<file path="config.mk">
export PLATFORM = sky130hd
export DESIGN_NAME = sacl_scan_unit
export DESIGN_NICKNAME = d
export VERILOG_FILES = /design/src/sv/sacl_pkg.sv /design/src/sv/sacl_scan_unit.sv
export SDC_FILE = /design/constraint.sdc
export NUM_CORES = 1
export LEC_CHECK = 0
export BUFFER_PORTS_ARGS = -buffer_cell sky130_fd_sc_hd__clkbuf_2
export CAP_MARGIN = 20
export CORE_MARGIN = 2
export CORE_UTILIZATION = 53
export CTS_CLUSTER_SIZE = 30
export DETAILED_ROUTE_END_ITERATION = 7
export PLACE_DENSITY_LB_ADDON = 0.08
export SYNTH_ARGS = -nofsm -noshare
export SYNTH_HDL_FRONTEND = slang
export SYNTH_SLANG_ARGS = --single-unit
</file>
<file path="constraint.sdc">
create_clock -name clk -period 10.77 [get_ports clk]
set_clock_uncertainty 0.05 [all_clocks]
set_input_delay 2.154 -clock clk [delete_from_list [all_inputs] [get_ports clk]]
set_output_delay 2.154 -clock clk [all_outputs]
set_load 0.03 [all_outputs]
</file>
<file path="src/sv/sacl_pkg.sv">
// Shared types, codes and defaults for the set-associative LRU cache tag model.
`default_nettype none
package sacl_pkg;

	// Fixed field widths
	localparam int ADDR_W     = 32;
	localparam int FUNC_W     = 2;
	localparam int AGE_W      = 32;
	localparam int CNT_W      = 32;
	localparam int SIB_W      = 3;
	localparam int WAYS_W     = 4;
	localparam int OFF_W      = 5;
	localparam int CFG_DATA_W = 5;
	localparam int CFG_IDX_W  = 2;
	localparam int SB_W       = 6;

	// Parameter defaults
	localparam int MAX_SET_BITS_DEF = 6;
	localparam int MAX_WAYS_DEF     = 8;
	localparam int ADDR_BITS_DEF    = 32;

	// Access kinds
	localparam logic [FUNC_W-1:0] FUNC_LOAD   = 2'd0;
	localparam logic [FUNC_W-1:0] FUNC_STORE  = 2'd1;
	localparam logic [FUNC_W-1:0] FUNC_MODIFY = 2'd2;
	localparam logic [FUNC_W-1:0] FUNC_IGNORE = 2'd3;

	// Configuration register indexes
	localparam logic [CFG_IDX_W-1:0] CFG_SET_BITS = 2'd0;
	localparam logic [CFG_IDX_W-1:0] CFG_WAYS     = 2'd1;
	localparam logic [CFG_IDX_W-1:0] CFG_OFFSET   = 2'd2;

	localparam logic [AGE_W-1:0] AGE_MAX = '1;

	typedef struct packed {
		logic [FUNC_W-1:0] func;
		logic [ADDR_W-1:0] address;
	} in_item_t;

	typedef struct packed {
		logic             hit;
		logic             miss;
		logic             evicted;
		logic             last_of_run;
		logic [CNT_W-1:0] total_hits;
		logic [CNT_W-1:0] total_misses;
		logic [CNT_W-1:0] total_evictions;
	} out_item_t;

	// Sequencer to scan unit
	typedef struct packed {
		logic clear;
		logic step;
	} scan_ctl_t;

	// Scan unit summary of one lookup
	typedef struct packed {
		logic hit;
		logic have_empty;
	} scan_res_t;

endpackage
`default_nettype wire

</file>
<file path="src/sv/sacl_scan_unit.sv">
// Per-way match, age update and victim tracking, one way per step.
`default_nettype none
module sacl_scan_unit
	import sacl_pkg::*;
#(
	parameter int TAG_W = 32,
	parameter int WAY_W = 3
) (
	input  wire logic             clk,
	input  wire logic             arst_n,
	input  wire scan_ctl_t        ctl,
	input  wire logic [WAY_W-1:0] way,
	input  wire logic [TAG_W-1:0] lookup_tag,
	input  wire logic             rd_valid,
	input  wire logic [TAG_W-1:0] rd_tag,
	input  wire logic [AGE_W-1:0] rd_age,
	output logic      [AGE_W-1:0] wb_age,
	output scan_res_t             res,
	output logic      [WAY_W-1:0] victim
);

	logic             hit_q;
	logic             empty_q;
	logic [WAY_W-1:0] empty_way_q;
	logic [WAY_W-1:0] old_way_q;
	logic [AGE_W-1:0] best_q;
	logic             match;

	// First valid matching way hits; all others age, saturating
	assign match  = !hit_q && rd_valid && (rd_tag == lookup_tag);
	assign wb_age = match ? '0 : ((rd_age == AGE_MAX) ? rd_age : rd_age + AGE_W'(1));

	always_ff @(posedge clk or negedge arst_n) begin
		if (!arst_n) begin
			hit_q   <= 1'b0;
			empty_q <= 1'b0;
		end else if (ctl.clear) begin
			hit_q   <= 1'b0;
			empty_q <= 1'b0;
		end else if (ctl.step) begin
			if (match) begin
				hit_q <= 1'b1;
			end
			if (!rd_valid && !empty_q) begin
				empty_q <= 1'b1;
			end
		end
	end

	// Victim candidates: first empty way, else first way of greatest age
	always_ff @(posedge clk) begin
		if (ctl.step) begin
			if (!rd_valid && !empty_q) begin
				empty_way_q <= way;
			end
			if ((way == '0) || (wb_age > best_q)) begin
				best_q    <= wb_age;
				old_way_q <= way;
			end
		end
	end

	assign res.hit        = hit_q;
	assign res.have_empty = empty_q;
	assign victim         = empty_q ? empty_way_q : old_way_q;

endmodule
`default_nettype wire

</file>
==> results.ini, run 1 <==
[run_status]
status = completed

[grt]
grt-ovfl-total = 0
grt_usage_pct = 25.1
grt_start_max_net_pins = 36
grt_first_pass_wirelength_um = 14400
antenna_found_initial = 0
grt_pass1_vias = 3253

[timing]
rsz0062_at_grt = false
period_needed_ns = 6.72
setup_viol = 0
worst_slew_pin_slew_ns = 1.06
drv_slew = 0
finalSetupTns_ns = 0
finalCritPeriodShare_pct = 62.4
slew_headroom_pct = 29.3
hold_viol = 0
timing.fmax_mhz = 149
fin_hold_ws_ns = 0.497

[final_layout]
nets = 652
synthToLayoutAreaGrowth_pct = 25.7
layoutNonFillerInstCount = 593
drive_gt1_share_pct = 32.0
antenna_cells = 0
stdcell_area_um2 = 4340

[critical_path]
cp.arrival_ns = 4.52
start_kind = input pin
crit_path_end_kind = output pin
crit_type = input pin to output pin
reg2reg_depth = 11
path_max_fanout = 18
required_ns = 8.57

[clock_network]
ctsHoldBuffers = 0
cts_tree = yes
cts_buffers = 5
clk_pin_slew_ns = 0.08
cts_root_buffer = clkbuf_8
htree_levels = 2
cts_setup_buffers = 0
cts.sinks = 40
clk-insertion-delay-late_ns = 0.30
cts_resized = 0
clockBufferDepth = 2

[routing]
ant_nets = 0
drt_iter0_drc = 117
vias_per_cell = 5.74
num_vias = 3403
firstDrtPassIters = 5
wl_per_cell_um = 15.2
drcViolationCount = 0
finalWirelength_um = 9000

[synthesis]
synthFlopType = edfxtp_1
synth_edf_count = 38
netlist_area_um2 = 3450
synthTopCellsByArea = edfxtp_1, ha_1, a21oi_1, xor2_1, inv_1
syn_nets = 511
synth_cell_types = 46
yosysMostFrequentCell = inv_1
ys_warn_count = 0
synth_top_cell_by_area = edfxtp_1
seq_area_frac_synth_pct = 34.5
netlist.area_leader.share_pct = 33.1
synth-seq-cells = 40
synth_area_per_cell_um2 = 9.23
synth_async_sr_flop_share_pct = 5.00
synthTopCellsByCount = inv_1, edfxtp_1, a21oi_1
synthCells = 374

[place]
routabilityCongestion = 0.824
place_hpwl_um = 7460
placement.io_buffers = 140
placed_cells = 585
postPlaceCellArea_um2 = 4250

[die]
core-area_um2 = 6310
start_util_pct = 54.7
die_area_um2 = 7170
die_x_um = 84.7
rows = 29
die_h_um = 84.7
ioPinCount = 141

[power_and_ir_drop]
p_total_uw = 408
irDropWorstVdd_uv = 53.0
power_leakage_nw = 1.96
powerDensity_nw_per_um2 = 94.0

[hold_path]
min_path_type = flip-flop to flip-flop
hold_depth = 2

[flow_run]
drv_cap = 0

routing by layer:
| layer | vias to the layer above | global-route usage (%) | routed length [um] |
|---|---|---|---|
| li1 | 1700 | - | - |
| met4 | 0 | 8.95 | 198 |
| met5 | - | 0 | 0 |
| met2 | 144 | 45.5 | 4630 |
| met1 | 1542 | 29.7 | 3600 |
| met3 | 17 | 4.33 | 568 |
power breakdown:
| part | total (mW) | internal, mW | switching, mW |
|---|---|---|---|
| registers | 0.185 | 0.182 | 0.00264 |
| logic | 0.121 | 0.0480 | 0.0730 |
| clock network | 0.102 | 0.0459 | 0.0561 |
cell usage in the layout, fill, tap and decap left out, drive strengths merged, types with 2 or more instances in the layout:
cell      synthesis  layout
dfrtp             2       2
nand4            20      20
o21ai            11      11
clkinvlp          0       2
a31oi             2       2
ha               33      33
or3               9       9
mux2              3       3
o31ai            18      18
and3              2       2
inv              40      40
buf               4       2
nor2             12      12
a211oi            2       2
xnor2            17      17
clkbuf            4     145
nor3              7       7
or4              18      18
nand2            19      19
nor4             12      12
mux2i             2       2
a21oi            35      35
or2               4       4
and4              4       4
nand3            15      15
edfxtp           38      38
a21o              7       7
and2              4       4
xor2             19      19
o211ai            3       3
area by class of cell:
class,instances,area (um2)
fill,514,1970
clock buffer,5,68.8
timing repair buffer,142,716
sequential,40,1190
clock inverter,3,23.8
tap,77,96.3
multi-input combinational,286,2090
inverter,40,150
through the flow:
stage | utilization, % | setup slack [ns]
2_1_floorplan | - | 3.45
3_3_place_gp | 67.3 | 4.09
3_5_place_dp | 67.3 | 4.06
4_1_cts | 68.7 | 4.05
5_1_grt | 68.7 | 3.89
6_report | 68.7 | 4.05
flip-flops by register name, summed over array words and instances (netlist names):
name,cells
best_q,32
empty_way_q,3
old_way_q,3
empty_q,1
hit_q,1
cell families after synthesis:
group	count (synthesis)	synth area share (%)
xor+xnor	36	9.13
buf+inv	48	5.69
flops	40	34.5
compound gates	84	15.1
fa+ha+maj	33	12.0
mux	5	1.56
simple gates	128	22.1
critical path, stage by stage:
cell,delay (ns)
clkbuf_2,0.12
ha_1,0.18
nand2_1,0.18
or4_4,0.50
o31ai_2,0.43
buf_4,0.29
o31ai_1,0.08
a21oi_1,0.30
clkbuf_2,0.27
path summary, 6_finish.rpt:
kind	startpoint	to	slack (ns)
min in group asynchronous	arst_n	hit_q$_DFFE_PN0P_	1.57
hold / removal	hit_q$_DFFE_PN0P_	hit_q$_DFFE_PN0P_	0.50
hold reg to reg	hit_q$_DFFE_PN0P_	hit_q$_DFFE_PN0P_	0.50
setup reg to reg	hit_q$_DFFE_PN0P_	best_q[12]$_DFFE_PP_	6.56
setup / recovery	rd_age[0]	wb_age[19]	4.05
max in group asynchronous	arst_n	empty_q$_DFFE_PN0P_	9.00
Note: power is estimated with default switching activity, not from simulation.
==> inputs of run 2 (changes only) <==
ABC_AREA = 1   (was default)
CORE_UTILIZATION = 52   (was 53)
clock period = 6.9 ns   (was 10.77 ns; I/O delays follow)
==> run 2 against run 1 <==
Cell count rose by 42%. Core utilization fell by 3.3 points. Sequential share of layout area fell by 3.8 points. Flip-flop and latch count did not move. Hold slack improved by 0.065 ns. Via count rose by 27%. Highest routed layer unchanged.
==> results.ini, run 2 <==
[run_status]
status = completed

[critical_path]
reg2reg_depth = 18  ; +7
start_kind = input pin
path_common_cell = nand2_1
crit_path_end_kind = flip-flop
cpMaxStageDelayCell = a21oi_4
crit_chain = clkbuf_2, ha_1, nand2_2, nor2_4, nand2_4, nor4_4, nand2_2, inv_2, nor2_1, nor2_1, ha_1, nand2_1, nor2_1, nand2_1, nor4_1, nand2_1, nand2_1, nand2_1, a21oi_4, buf_16
reg2reg_slack_ns = 3.15  ; -3.41 ns
cp_top_family = simple AND/OR/NAND/NOR gates
critPathBufInv = 3  ; unchanged
path_max_fanout = 24  ; +6
max_stage_delay_ns = 0.41  ; -0.09 ns
timing.rr.start = hit_q$_DFFE_PN0P_
cp.arrival_ns = 4.87  ; +0.35 ns
required_ns = 6.85  ; -1.72 ns
r2r-end = best_q[11]$_DFFE_PP_
crit_type = input pin to flip-flop

[routing]
finalWirelength_um = 11600  ; +29%
drt_iter0_drc = 203  ; +74%
vias_per_cell = 5.12  ; -11%
num_vias = 4313  ; +27%
firstDrtPassIters = 5  ; unchanged
wl_per_cell_um = 13.8  ; -9.0%
ant_nets = 0  ; unchanged
drcViolationCount = 0  ; unchanged

[final_layout]
final_cell_mix = nand2_1, clkbuf_2, inv_1
largestRegisters = best_q x32, empty_way_q x3, old_way_q x3
largest_reg_flops = 32  ; unchanged
drive_gt1_share_pct = 25.4  ; -6.6 points
layoutNonFillerInstCount = 842  ; +42%
top_register = best_q
synthToLayoutAreaGrowth_pct = 23.0
stdcell_area_um2 = 5030  ; +16%
nets = 876  ; +34%
antenna_cells = 0  ; unchanged
final_common_cell = nand2_1

[timing]
slew_headroom_pct = 62.4  ; +33 points
timing.fmax_mhz = 203
drv_slew = 0  ; unchanged
setup_viol = 0  ; unchanged
worst_slew_pin_slew_ns = 0.563  ; -0.497 ns
finalSetupTns_ns = 0  ; unchanged
hold_viol = 0  ; unchanged
finalCritPeriodShare_pct = 71.3
period_needed_ns = 4.92
rsz0062_at_grt = false

[synthesis]
synth_top_cell_by_area = edfxtp_1
synth_edf_count = 38  ; unchanged
synthCells = 597  ; +60%
ys_warn_count = 0  ; unchanged
synthTopCellsByCount = nand2_1, inv_1, nor2_1
netlist.area_leader.share_pct = 27.9  ; -5.1 points
synth_async_sr_flop_share_pct = 5.00  ; unchanged
synthFlopType = edfxtp_1
yosysMostFrequentCell = nand2_1
synth_area_per_cell_um2 = 6.85  ; -26%
synth_cell_types = 42  ; -8.7%
seq_area_frac_synth_pct = 29.1  ; -5.4 points
netlist_area_um2 = 4090  ; +18%
synth-seq-cells = 40  ; unchanged
syn_nets = 734  ; +44%
synthTopCellsByArea = edfxtp_1, nand2_1, ha_1, inv_1, nor2_1

[clock_network]
clk_pin_slew_ns = 0.08  ; about the same
htree_levels = 2  ; unchanged
cts_root_buffer = clkbuf_8
cts.sinks = 40  ; unchanged
ctsHoldBuffers = 0  ; unchanged
clockBufferDepth = 2  ; unchanged
cts_tree = yes
cts_resized = 0  ; unchanged
cts_setup_buffers = 0  ; unchanged
cts_buffers = 5  ; unchanged
clk-insertion-delay-late_ns = 0.29  ; about the same

[grt]
grt_usage_pct = 27.5  ; +2.4 points
grt_start_max_net_pins = 36  ; unchanged
grt-ovfl-total = 0  ; unchanged
grt_first_pass_wirelength_um = 18900  ; +31%
grt_pass1_vias = 4214  ; +30%
antenna_found_initial = 0  ; unchanged

[hold_path]
min_path_type = flip-flop to flip-flop
hold_start = hit_q$_DFFE_PN0P_
hold_depth = 2  ; unchanged
min_to = hit_q$_DFFE_PN0P_

[die]
ioPinCount = 141  ; unchanged
rows = 32  ; +10%
die_area_um2 = 8590  ; +20%
die_x_um = 92.7  ; +9.4%
start_util_pct = 53.2  ; -1.5 points
core-area_um2 = 7690  ; +22%
die_h_um = 92.7  ; +9.4%

[flow_run]
drv_cap = 0  ; unchanged

[power_and_ir_drop]
p_total_uw = 716  ; +76%
powerDensity_nw_per_um2 = 142  ; +51%
irDropWorstVdd_uv = 73.1  ; +38%
power_leakage_nw = 2.71  ; +39%

[place]
postPlaceCellArea_um2 = 4890  ; +15%
placed_cells = 833  ; +42%
routabilityCongestion = 0.970  ; +18%
place_hpwl_um = 9780  ; +31%
placement.io_buffers = 140  ; unchanged

## run 2: cell count changes in the layout (fill, tap and decap cells not counted), sizes merged, moves of 17 or more
cell | before | now
nor2 | 12 | 84
inv | 40 | 111
o31ai | 18 | 0
a21oi | 35 | 18
nand3 | 15 | 48
or4 | 18 | 0
nand2 | 19 | 156
## run 2: stage by stage
stage,setup slack (ns),util [%],hold slack [ns]
5_1_grt,1.57,65.4,0.596
3_3_place_gp,1.60,63.6,0.535
4_1_cts,1.70,65.1,0.565
2_1_floorplan,0.861,-,0.479
3_5_place_dp,1.37,63.6,0.552
6_report,1.98,65.4,0.562
## run 2: worst max-delay path by stage
stage                   start                   end  slack (ns)  depth (start not counted)
floorplan           rd_age[0]   best_q[0]$_DFFE_PP_        0.86                         19
global placement    rd_age[0]   best_q[2]$_DFFE_PP_        1.60                         19
detailed placement  rd_age[0]   best_q[1]$_DFFE_PP_        1.37                         19
CTS                 rd_age[0]  best_q[11]$_DFFE_PP_        1.70                         19
global route        rd_age[0]  best_q[10]$_DFFE_PP_        1.57                         20
finish              rd_age[0]  best_q[11]$_DFFE_PP_        1.98                         20
## run 2: cell type report
| class | count | area (um2) |
|---|---|---|
| clock buffer | 5 | 68.8 |
| inverter | 110 | 415 |
| multi-input combinational | 441 | 2450 |
| timing repair buffer | 141 | 728 |
| sequential | 40 | 1190 |
| tap | 102 | 128 |
| clock inverter | 3 | 46.3 |
| fill | 722 | 2660 |
## run 2: power by group
group / internal, mW / switching (mW) / total [mW]
Combinational: 0.0864 / 0.141 / 0.228
Sequential: 0.285 / 0.00414 / 0.289
Clock: 0.109 / 0.0902 / 0.199
## run 2: cell families after synthesis
group	Yosys count	share of synthesized area (%)
buffers and inverters	116	11.2
AOI/OAI and AO/OA	32	4.22
xor gates and xnor gates	25	5.35
DFF	40	29.1
muxes	3	0.826
adders and majority gates	33	10.1
and+or+nand+nor	348	39.2
## run 2: routing by layer
layer / up-vias / share of wire, % / GRT usage, %
met5: - / 0 / 0
met4: 0 / 2.3 / 9.80
li1: 2187 / - / -
met2: 179 / 49 / 48.8
met1: 1922 / 42 / 33.8
met3: 25 / 6.7 / 4.15
## run 2: tightest hold or removal path: stages, from the launching register on
cell and delay [ns]:
dfrtp_1 0.38, inv_1 0.12, a21oi_1 0.08
